### src/hdl/text_to_int64_parser_macros.svh
// Assertion macros used by the parser's top level.
`ifndef TEXT_TO_INT64_PARSER_MACROS_SVH
`define TEXT_TO_INT64_PARSER_MACROS_SVH

// Same-cycle implication, checked out of reset.
`define T2I_ASSERT_IMP(lbl, ante, cons, msg) \
  lbl: assert property (@(posedge clk_i) disable iff (!rst_ni) (ante) |-> (cons)) \
    else $error(msg);

// Next-cycle implication, checked out of reset.
`define T2I_ASSERT_NXT(lbl, ante, cons, msg) \
  lbl: assert property (@(posedge clk_i) disable iff (!rst_ni) (ante) |=> (cons)) \
    else $error(msg);

`endif

### src/hdl/t2i_pkg.sv
// Shared types, constants and helper functions of the text to int64 parser.
package t2i_pkg;

  localparam int MAX_LEN = 4096;
  localparam int POS_W = 13;
  localparam int BASE_W = 6;
  localparam int DIGIT_W = 6;
  localparam int VAL_W = 64;
  localparam int QDEPTH = 4;
  localparam int QPTR_W = $clog2(QDEPTH);
  localparam int QCNT_W = $clog2(QDEPTH + 1);
  localparam int REG_IDX_W = 1;
  localparam logic [DIGIT_W-1:0] NOT_DIGIT = '1;

  typedef enum logic [REG_IDX_W-1:0] {
    REG_NUMBER_BASE,
    REG_SIGNED_MODE
  } reg_idx_e;

  typedef enum logic [1:0] {
    ERR_OK,
    ERR_BASE,
    ERR_RANGE
  } err_e;

  typedef struct packed {
    logic [BASE_W-1:0] base;
    logic              smode;
  } cfg_t;

  typedef struct packed {
    logic               last;
    logic               ws;
    logic               plus;
    logic               minus;
    logic               zero;
    logic               xchar;
    logic [DIGIT_W-1:0] digit;
  } tok_t;

  typedef struct packed {
    logic [VAL_W-1:0] acc;
    logic             minus;
    logic             ovf;
    logic             dseen;
    logic             base_ok;
    logic             smode;
    logic [POS_W-1:0] stop;
  } fin_t;

  function automatic logic radix_valid(input logic [BASE_W-1:0] r);
    return (r == '0) || (r >= BASE_W'(2) && r <= BASE_W'(36));
  endfunction

  function automatic logic [POS_W-1:0] sat_inc(input logic [POS_W-1:0] p);
    logic [POS_W:0] s;
    s = {1'b0, p} + (POS_W + 1)'(1);
    return (s >= (POS_W + 1)'(MAX_LEN)) ? POS_W'(MAX_LEN) : s[POS_W-1:0];
  endfunction

endpackage

### src/hdl/t2i_front.sv
// Front end: configuration registers and byte classification.
module t2i_front (
  input  logic                  clk_i,
  input  logic                  rst_ni,
  input  logic                  cfg_we_i,
  input  logic [t2i_pkg::REG_IDX_W-1:0] cfg_idx_i,
  input  logic [t2i_pkg::BASE_W-1:0]    cfg_data_i,
  input  logic                  in_valid_i,
  output logic                  in_ready_o,
  input  logic [7:0]            text_char_i,
  input  logic                  last_char_i,
  input  logic                  q_full_i,
  output logic                  q_push_o,
  output t2i_pkg::tok_t         q_tok_o,
  output t2i_pkg::cfg_t         cfg_o
);
  import t2i_pkg::*;

  cfg_t cfg_q;
  logic [DIGIT_W-1:0] digit;

  always_ff @(posedge clk_i or negedge rst_ni) begin
    if (!rst_ni) begin
      cfg_q.base  <= BASE_W'(10);
      cfg_q.smode <= 1'b1;
    end else if (cfg_we_i) begin
      case (reg_idx_e'(cfg_idx_i))
        REG_NUMBER_BASE: cfg_q.base  <= cfg_data_i;
        REG_SIGNED_MODE: cfg_q.smode <= cfg_data_i[0];
        default: cfg_q <= cfg_q;
      endcase
    end
  end

  always_comb begin
    digit = NOT_DIGIT;
    if (text_char_i inside {[8'h30:8'h39]}) begin
      digit = DIGIT_W'(text_char_i - 8'h30);
    end else if (text_char_i inside {[8'h61:8'h7a]}) begin
      digit = DIGIT_W'(text_char_i - 8'h57);
    end else if (text_char_i inside {[8'h41:8'h5a]}) begin
      digit = DIGIT_W'(text_char_i - 8'h37);
    end
  end

  assign q_tok_o.last  = last_char_i;
  assign q_tok_o.ws    = (text_char_i inside {[8'd9:8'd13]}) || text_char_i == 8'd32;
  assign q_tok_o.plus  = text_char_i == 8'h2b;
  assign q_tok_o.minus = text_char_i == 8'h2d;
  assign q_tok_o.zero  = text_char_i == 8'h30;
  assign q_tok_o.xchar = text_char_i == 8'h78 || text_char_i == 8'h58;
  assign q_tok_o.digit = digit;

  assign in_ready_o = !q_full_i;
  assign q_push_o   = in_valid_i && !q_full_i;
  assign cfg_o      = cfg_q;

endmodule

### src/hdl/t2i_queue.sv
// Short word queue between the front end and the parser.
module t2i_queue (
  input  logic          clk_i,
  input  logic          rst_ni,
  input  logic          push_i,
  input  t2i_pkg::tok_t push_tok_i,
  output logic          full_o,
  input  logic          pop_i,
  output logic          valid_o,
  output t2i_pkg::tok_t head_o
);
  import t2i_pkg::*;

  tok_t              mem_q [QDEPTH];
  logic [QPTR_W-1:0] wr_q, rd_q;
  logic [QCNT_W-1:0] cnt_q;

  function automatic logic [QPTR_W-1:0] nxt(input logic [QPTR_W-1:0] p);
    return (p == QPTR_W'(QDEPTH - 1)) ? '0 : p + QPTR_W'(1);
  endfunction

  always_ff @(posedge clk_i) begin
    if (push_i) begin
      mem_q[wr_q] <= push_tok_i;
    end
  end

  always_ff @(posedge clk_i or negedge rst_ni) begin
    if (!rst_ni) begin
      wr_q  <= '0;
      rd_q  <= '0;
      cnt_q <= '0;
    end else begin
      if (push_i) begin
        wr_q <= nxt(wr_q);
      end
      if (pop_i) begin
        rd_q <= nxt(rd_q);
      end
      case ({push_i, pop_i})
        2'b10:   cnt_q <= cnt_q + QCNT_W'(1);
        2'b01:   cnt_q <= cnt_q - QCNT_W'(1);
        default: cnt_q <= cnt_q;
      endcase
    end
  end

  assign full_o  = cnt_q == QCNT_W'(QDEPTH);
  assign valid_o = cnt_q != '0;
  assign head_o  = mem_q[rd_q];

endmodule

### src/hdl/t2i_parse.sv
// Back end: per-string phase machine and saturating multiply-add.
module t2i_parse (
  input  logic          clk_i,
  input  logic          rst_ni,
  input  t2i_pkg::cfg_t cfg_i,
  input  logic          q_valid_i,
  input  t2i_pkg::tok_t q_tok_i,
  output logic          q_pop_o,
  input  logic          fin_ready_i,
  output logic          fin_valid_o,
  output t2i_pkg::fin_t fin_o
);
  import t2i_pkg::*;

  typedef enum logic [2:0] {
    PH_LEAD,
    PH_START,
    PH_ZERO,
    PH_DIGITS,
    PH_DONE
  } phase_e;

  phase_e             phase_q, phase_d;
  logic [VAL_W-1:0]   acc_q, acc_d;
  logic               minus_q, minus_d;
  logic               ovf_q, ovf_d;
  logic               dseen_q, dseen_d;
  logic [BASE_W-1:0]  radix_q, radix_d;
  logic [POS_W-1:0]   pos_q, stop_q, stop_d;
  logic               live;
  logic [VAL_W+BASE_W-1:0] prod;
  logic               slot_free;
  logic               fin_valid_q;
  fin_t               fin_q;

  assign slot_free = !fin_valid_q || fin_ready_i;
  assign q_pop_o   = q_valid_i && (!q_tok_i.last || slot_free);

  always_comb begin
    phase_d = phase_q;
    acc_d   = acc_q;
    minus_d = minus_q;
    ovf_d   = ovf_q;
    dseen_d = dseen_q;
    radix_d = radix_q;
    stop_d  = stop_q;
    live    = 1'b1;
    prod    = '0;
    if (pos_q == '0) begin
      radix_d = cfg_i.base;
      if (!radix_valid(cfg_i.base)) begin
        phase_d = PH_DONE;
      end
    end
    if (phase_d == PH_LEAD) begin
      if (q_tok_i.ws) begin
        live = 1'b0;
      end else if (q_tok_i.plus) begin
        phase_d = PH_START;
        live    = 1'b0;
      end else if (q_tok_i.minus) begin
        minus_d = 1'b1;
        phase_d = PH_START;
        live    = 1'b0;
      end else begin
        phase_d = PH_START;
      end
    end
    if (phase_d == PH_START && live) begin
      if (q_tok_i.zero && (radix_d == '0 || radix_d == BASE_W'(16))) begin
        phase_d = PH_ZERO;
        stop_d  = sat_inc(pos_q);
        live    = 1'b0;
      end else begin
        if (radix_d == '0) begin
          radix_d = BASE_W'(10);
        end
        phase_d = PH_DIGITS;
      end
    end
    if (phase_d == PH_ZERO && live) begin
      if (q_tok_i.xchar) begin
        radix_d = BASE_W'(16);
        phase_d = PH_DIGITS;
        live    = 1'b0;
      end else begin
        if (radix_d == '0) begin
          radix_d = BASE_W'(8);
        end
        dseen_d = 1'b1;
        acc_d   = '0;
        phase_d = PH_DIGITS;
      end
    end
    if (phase_d == PH_DIGITS && live) begin
      if (q_tok_i.digit >= radix_d || radix_d == '0) begin
        phase_d = PH_DONE;
      end else begin
        prod = (VAL_W + BASE_W)'(acc_d) * (VAL_W + BASE_W)'(radix_d)
             + (VAL_W + BASE_W)'(q_tok_i.digit);
        if (prod[VAL_W+BASE_W-1:VAL_W] != '0) begin
          ovf_d = 1'b1;
          acc_d = '1;
        end else begin
          acc_d = prod[VAL_W-1:0];
        end
        dseen_d = 1'b1;
        stop_d  = sat_inc(pos_q);
      end
    end
    if (q_tok_i.last && phase_d == PH_ZERO) begin
      dseen_d = 1'b1;
    end
  end

  always_ff @(posedge clk_i or negedge rst_ni) begin
    if (!rst_ni) begin
      phase_q     <= PH_LEAD;
      acc_q       <= '0;
      minus_q     <= 1'b0;
      ovf_q       <= 1'b0;
      dseen_q     <= 1'b0;
      radix_q     <= '0;
      pos_q       <= '0;
      stop_q      <= '0;
      fin_valid_q <= 1'b0;
      fin_q       <= '0;
    end else begin
      if (q_pop_o && q_tok_i.last) begin
        fin_valid_q <= 1'b1;
      end else if (fin_ready_i) begin
        fin_valid_q <= 1'b0;
      end
      if (q_pop_o) begin
        if (q_tok_i.last) begin
          fin_q.acc     <= acc_d;
          fin_q.minus   <= minus_d;
          fin_q.ovf     <= ovf_d;
          fin_q.dseen   <= dseen_d;
          fin_q.base_ok <= radix_valid(radix_d);
          fin_q.smode   <= cfg_i.smode;
          fin_q.stop    <= stop_d;
          phase_q       <= PH_LEAD;
          acc_q         <= '0;
          minus_q       <= 1'b0;
          ovf_q         <= 1'b0;
          dseen_q       <= 1'b0;
          radix_q       <= '0;
          pos_q         <= '0;
          stop_q        <= '0;
        end else begin
          phase_q <= phase_d;
          acc_q   <= acc_d;
          minus_q <= minus_d;
          ovf_q   <= ovf_d;
          dseen_q <= dseen_d;
          radix_q <= radix_d;
          pos_q   <= sat_inc(pos_q);
          stop_q  <= stop_d;
        end
      end
    end
  end

  assign fin_valid_o = fin_valid_q;
  assign fin_o       = fin_q;

endmodule

### src/hdl/t2i_final.sv
// Result stage: sign handling, range clamp and output register.
module t2i_final (
  input  logic          clk_i,
  input  logic          rst_ni,
  input  logic          fin_valid_i,
  input  t2i_pkg::fin_t fin_i,
  output logic          fin_ready_o,
  output logic          out_valid_o,
  input  logic          out_ready_i,
  output logic [t2i_pkg::VAL_W-1:0] value_o,
  output logic [t2i_pkg::POS_W-1:0] end_position_o,
  output logic [1:0]    error_code_o
);
  import t2i_pkg::*;

  localparam logic [VAL_W-1:0] SMAX = {1'b0, {(VAL_W - 1){1'b1}}};
  localparam logic [VAL_W-1:0] SMIN = {1'b1, {(VAL_W - 1){1'b0}}};

  logic             valid_q;
  logic [VAL_W-1:0] value_q, value_d, neg;
  logic [POS_W-1:0] endp_q, endp_d;
  err_e             err_q, err_d;

  assign neg = '0 - fin_i.acc;

  always_comb begin
    value_d = fin_i.acc;
    err_d   = ERR_OK;
    endp_d  = fin_i.dseen ? fin_i.stop : '0;
    if (!fin_i.base_ok) begin
      value_d = '0;
      endp_d  = '0;
      err_d   = ERR_BASE;
    end else if (fin_i.smode) begin
      if (fin_i.ovf) begin
        err_d   = ERR_RANGE;
        value_d = fin_i.minus ? SMIN : SMAX;
      end else if (fin_i.minus) begin
        if (fin_i.acc > SMIN) begin
          err_d   = ERR_RANGE;
          value_d = SMIN;
        end else begin
          value_d = neg;
        end
      end else if (fin_i.acc > SMAX) begin
        err_d   = ERR_RANGE;
        value_d = SMAX;
      end
    end else begin
      if (fin_i.ovf) begin
        err_d   = ERR_RANGE;
        value_d = '1;
      end else if (fin_i.minus) begin
        value_d = neg;
      end
    end
  end

  assign fin_ready_o = !valid_q || out_ready_i;

  always_ff @(posedge clk_i or negedge rst_ni) begin
    if (!rst_ni) begin
      valid_q <= 1'b0;
      value_q <= '0;
      endp_q  <= '0;
      err_q   <= ERR_OK;
    end else if (fin_ready_o) begin
      valid_q <= fin_valid_i;
      if (fin_valid_i) begin
        value_q <= value_d;
        endp_q  <= endp_d;
        err_q   <= err_d;
      end
    end
  end

  assign out_valid_o    = valid_q;
  assign value_o        = value_q;
  assign end_position_o = endp_q;
  assign error_code_o   = err_q;

endmodule

### src/hdl/text_to_int64_parser.sv
// Top level of the streaming text to 64-bit integer parser.
// Input channel: one string byte per word on text_char_i, last_char_i marks the
// final byte; in_valid_i/in_ready_o handshake. Output channel: one word per
// string (value_o, end_position_o, error_code_o) on out_valid_o/out_ready_i.
// Configuration: cfg_we_i writes cfg_data_i into register cfg_idx_i
// (0 number base, 1 signed mode); write only while no string is in flight.
// Throughput: one byte per cycle while in_ready_o is high, set by the parser's
// combinational 64x6 multiply-add with overflow check. A string's result goes
// from the queue through the parser's result register to the output register.
// A four-word queue separates byte intake from parsing, so input keeps
// flowing while a result waits. When the receiver stalls the result holds in
// the output register, the next result waits in the parser's result register,
// and the queue then fills and drops in_ready_o.
// Reset sets base 10 and signed mode, empties the queue and clears all
// per-string state.
module text_to_int64_parser (
  input  logic        clk_i,
  input  logic        rst_ni,
  input  logic        cfg_we_i,
  input  logic [t2i_pkg::REG_IDX_W-1:0] cfg_idx_i,
  input  logic [t2i_pkg::BASE_W-1:0]    cfg_data_i,
  input  logic        in_valid_i,
  output logic        in_ready_o,
  input  logic [7:0]  text_char_i,
  input  logic        last_char_i,
  output logic        out_valid_o,
  input  logic        out_ready_i,
  output logic [t2i_pkg::VAL_W-1:0] value_o,
  output logic [t2i_pkg::POS_W-1:0] end_position_o,
  output logic [1:0]  error_code_o
);
  import t2i_pkg::*;
  `include "text_to_int64_parser_macros.svh"

  cfg_t cfg;
  tok_t push_tok, head_tok;
  fin_t fin;
  logic q_full, q_push, q_valid, q_pop;
  logic fin_valid, fin_ready;

  t2i_front u_front (
    .clk_i       (clk_i),
    .rst_ni      (rst_ni),
    .cfg_we_i    (cfg_we_i),
    .cfg_idx_i   (cfg_idx_i),
    .cfg_data_i  (cfg_data_i),
    .in_valid_i  (in_valid_i),
    .in_ready_o  (in_ready_o),
    .text_char_i (text_char_i),
    .last_char_i (last_char_i),
    .q_full_i    (q_full),
    .q_push_o    (q_push),
    .q_tok_o     (push_tok),
    .cfg_o       (cfg)
  );

  t2i_queue u_queue (
    .clk_i      (clk_i),
    .rst_ni     (rst_ni),
    .push_i     (q_push),
    .push_tok_i (push_tok),
    .full_o     (q_full),
    .pop_i      (q_pop),
    .valid_o    (q_valid),
    .head_o     (head_tok)
  );

  t2i_parse u_parse (
    .clk_i       (clk_i),
    .rst_ni      (rst_ni),
    .cfg_i       (cfg),
    .q_valid_i   (q_valid),
    .q_tok_i     (head_tok),
    .q_pop_o     (q_pop),
    .fin_ready_i (fin_ready),
    .fin_valid_o (fin_valid),
    .fin_o       (fin)
  );

  t2i_final u_final (
    .clk_i          (clk_i),
    .rst_ni         (rst_ni),
    .fin_valid_i    (fin_valid),
    .fin_i          (fin),
    .fin_ready_o    (fin_ready),
    .out_valid_o    (out_valid_o),
    .out_ready_i    (out_ready_i),
    .value_o        (value_o),
    .end_position_o (end_position_o),
    .error_code_o   (error_code_o)
  );

  `T2I_ASSERT_NXT(a_fin_hold, fin_valid && !fin_ready, fin_valid && $stable(fin.acc), "pending result lost")
  `T2I_ASSERT_IMP(a_base_err_zero, out_valid_o && error_code_o == ERR_BASE, value_o == '0 && end_position_o == '0, "invalid base result not zero")
  `T2I_ASSERT_IMP(a_pos_bound, out_valid_o, end_position_o <= POS_W'(MAX_LEN), "end position past limit")
  `T2I_ASSERT_IMP(a_stall_full, !in_ready_o, q_valid, "input stalled with empty queue")

endmodule
### config.mk
export PLATFORM = sky130hd
export DESIGN_NAME = text_to_int64_parser
export DESIGN_NICKNAME = d
export VERILOG_FILES = /design/src/hdl/t2i_pkg.sv /design/src/hdl/t2i_front.sv /design/src/hdl/t2i_queue.sv /design/src/hdl/t2i_parse.sv /design/src/hdl/t2i_final.sv /design/src/hdl/text_to_int64_parser.sv
export VERILOG_INCLUDE_DIRS = /design/src /design/src/hdl
export SDC_FILE = /design/constraint.sdc
export NUM_CORES = 2
export LEC_CHECK = 0
export ABC_AREA = 1
export BUFFER_PORTS_ARGS = -buffer_cell sky130_fd_sc_hd__buf_4
export CAP_MARGIN = 0
export CORE_ASPECT_RATIO = 1.4
export CORE_MARGIN = 2
export CORE_UTILIZATION = 40
export CTS_BUF_LIST = sky130_fd_sc_hd__clkbuf_16
export DETAILED_ROUTE_END_ITERATION = 10
export REMOVE_ABC_BUFFERS = 1
export SETUP_SLACK_MARGIN = 0.5
export SYNTH_ARGS = -nofsm -noshare
export SYNTH_HDL_FRONTEND = slang
export SYNTH_SLANG_ARGS = --single-unit
### constraint.sdc
create_clock -name clk_i -period 7.72 [get_ports clk_i]
set_clock_uncertainty 0.1 [all_clocks]
set_input_delay 0 -clock clk_i [delete_from_list [all_inputs] [get_ports clk_i]]
set_output_delay 0 -clock clk_i [all_outputs]
set_load 0.01 [all_outputs]
==> impl_metrics.ini <==
[global_route]
grt_first_pass_wirelength_um = 165600
first_global_vias = 30536
grt_max_degree = 132
gr-total-overflow = 0
antenna_found_initial = 0
grtUsageTotal_pct = 24.83

[power_and_ir_drop]
p_seq_share_pct = 20.6
comb_power_share_pct = 65.0
power.density_nw_per_um2 = 349.7
p_clk_share_pct = 14.4
sw_frac_of_total_pct = 53.72
p_int_mw = 5.919
irDropWorstVdd_uv = 242.5
leakage_nw = 21.02
switchingPower_mw = 6.871
power_mw = 12.79

[routing]
vias = 30023
wl_um = 103100
avgRoutedWirePerCell_um = 17.73
drt.antenna.violating_nets = 0
route.detailed.drc = 0
drt-pass1-iter-count = 5
dr.first_iter.drc_count = 2038
viasPerCell = 5.162

[floorplanning]
die_y_um = 341.4
fp-row-count = 123
start_util_pct = 40.40
core_area_sq_um = 80490
ios = 102
die_area_sq_um = 83630
die_width_um = 245.0

[setup_path]
startpoint_type = flop
rr_endpoint = u_parse.acc_q[41]
r2r_slack_ps = 510
criticalPathCategory = flop to flop
r2r_start = u_parse.pos_q[0]
cp_max_fo = 57
crit_arrival_ps = 7580
path_buf_inv = 6
end_kind = flop
critical_path.max_stage_delay_ps = 520
cpMostUsedCell = nand2_1
r2r_cells = 38
cpLargestDelayFamily = simple AND/OR/NAND/NOR gates
critPathRequiredTime_ps = 8090
critPathSlowestCell = fa_1

[synthesis]
ys_types = 52
avgSynthCellArea_sq_um = 7.014
synth_flop_cell = dfrtp_1
ys_seq_elements = 327
yosysWarnings = 0
ys_seq_area_share_pct = 25.91
syn-cell-area_sq_um = 32520
async_flop_share_pct = 85.32
syn_inst = 4636
synth_edf_count = 48

[layout]
final_cell_mix = nand2_1 (1,477), inv_1 (634), nor2_1 (470), nand3_1 (288), dfrtp_1 (274)
diodes = 0
drive_gt1_share_pct = 7.047
syn_to_final_growth_pct = 12.49
nets = 5172
final_common_cell = nand2_1
n_fill_cell = 8346
final_util_pct = 45.45

[hold_path]
hp-start = last_char_i
holdPathEnd = u_queue.mem_q[2][11]
hp-class = input port to flop
whs_path_depth = 2

[status]
outcome = finished, final reports clean

[sta]
fin_crit_ps = 7210
fmax_mhz = 138.7
setup_violations = 0
slew_viol_final = 0
worstMarginPinSlew_ps = 1149
rsz0062_at_grt = yes
hold_viol = 0
max-slew-margin-rel_pct = 23.43
timing.final.crit_share_pct = 93.39

[clock_network]
cts_sinks = 327
clk-insertion-delay-late_ps = 600
cts.htree.levels = 2
cts_tree = yes
cts_buffer_depth = 3
clkTransAtPathRegs_ps = 60
cts_buffers = 37
cts_root_buffer = clkbuf_16

[run]
drv_cap = 0

[place]
gp_congestion = 0.9844
portBuffers = 101
dp_hpwl_um = 79890
==> sequential cells by signal, indices dropped and copies added, names as in the netlist, 2 cells and up <==
register	cells
u_queue.mem_q	48
u_parse.stop_q	13
u_queue.wr_q	2
u_parse.fin_o	82
u_final.error_code_o	2
u_queue.rd_q	2
u_parse.phase_q	3
u_parse.pos_q	13
u_final.end_position_o	13
u_queue.cnt_q	3
u_parse.acc_q	64
u_parse.radix_q	6
u_front.cfg_o	7
u_final.value_o	64
==> synthesized netlist by cell type, types with 4 or more instances <==
cell type     n  area, sq um
a211oi_1     16        120.1
a21o_1        4        30.03
a21oi_1     194        970.9
a31oi_1      37        231.5
a32o_1        9        90.09
buf_1        25        93.84
buf_2        19        95.09
clkbuf_1    132        495.5
dfrtp_1     276         6907
edfxtp_1     48         1441
fa_1        253         5065
ha_1        171         2140
inv_1       637         2391
inv_2         8        30.03
nand2_1    1486         5578
nand3_1     289         1446
nand3b_1     15        112.6
nand4_1      46        287.8
nor2_1      492         1847
nor2_4        6        67.56
nor3_1       37        185.2
nor3b_1       4        30.03
nor4_1       10        62.56
o211ai_1      6        45.04
o21a_1       14        105.1
o21ai_0     225         1126
o21bai_1     15        112.6
o22ai_1      14        87.58
o31ai_1       8        60.06
xnor2_1      28        245.2
xor2_1       69        604.3
==> final cells by class <==
cell class	instances	area [sq um]	share of cell area (%)
sequential	327	8429	23.04
clock inverter	29	301.5	0.8243
timing repair buffer	230	2036	5.565
clock buffer	37	925.9	2.531
tap	1062	1329	3.632
inverter	648	2432	6.649
multi-input combinational	3483	21130	57.75
==> power by group through the flow <==
stage	sequential (mW)	clock (mW)	combinational, mW
6_report	2.63	1.84	8.32
5_1_grt	2.68	1.95	9.31
4_1_cts	2.62	1.88	8.28
3_5_place_dp	2.65	0	8.21
3_3_place_gp	2.65	0	8.16
2_1_floorplan	2.64	0	5.12
==> logic make-up (layout without fill, tap and decap cells) <==
family / Yosys count / in the layout / share of synthesized area, %
DFF: 327 / 327 / 25.91
AOI/OAI and AO/OA: 560 / 560 / 9.588
adders and majority gates: 424 / 424 / 22.15
xor gates and xnor gates: 97 / 97 / 2.613
buffers and inverters: 826 / 944 / 9.631
muxes: 3 / 3 / 0.1000
and+or+nand+nor: 2399 / 2399 / 30.00
==> stage by stage <==
step / hold slack, ps / cells / TNS (ps) / area [sq um] / setup WS, ps
final: 73.59 / 5816 / 0 / 36580 / 510.3
after global routing: 73.74 / 5816 / -584.0 / 36580 / -69.87
after CTS: 37.95 / 5812 / 0 / 36420 / 418.9
after detailed placement: -69.22 / 5710 / 0 / 34780 / 280.5
after global placement: -77.92 / 5710 / 0 / 34780 / 288.3
after floorplan: -395.6 / 4458 / -42990 / 31820 / -360.3
==> repair_timing <==
| item | CTS | global route |
|---|---|---|
| pin swaps | 0 | 2 |
| endpoints found under the hold margin | 145 | 0 |
| setup endpoints to repair | 128 | 130 |
| cloned | 0 | 1 |
| hold buffers | 35 | 0 |
| setup buffers | 1 | 3 |
| gates resized for setup | 10 | 36 |
==> how the worst max path moves through the flow <==
stage,end,slack [ps],startpoint,depth (start not counted)
6_report,u_parse.acc_q[41],510,u_parse.pos_q[0],38
5_1_grt,u_parse.acc_q[41],-70,u_parse.pos_q[0],41
2_1_floorplan,u_parse.fin_o[21],-360,u_queue.rd_q[0],38
4_1_cts,u_parse.acc_q[41],420,u_parse.pos_q[0],40
3_3_place_gp,u_parse.fin_o[20],290,u_parse.pos_q[0],39
3_5_place_dp,u_parse.acc_q[42],280,u_parse.pos_q[0],38
==> layer usage <==
layer / wire length, um / part of all wire, % / track usage (%)
met1: 41680 / 40 / 29.45
met2: 53430 / 52 / 45.92
met3: 3869 / 3.8 / 2.212
met4: 4158 / 4.0 / 9.845
met5: 0 / 0 / 0
No activity file was read; power rests on OpenSTA's default activity.
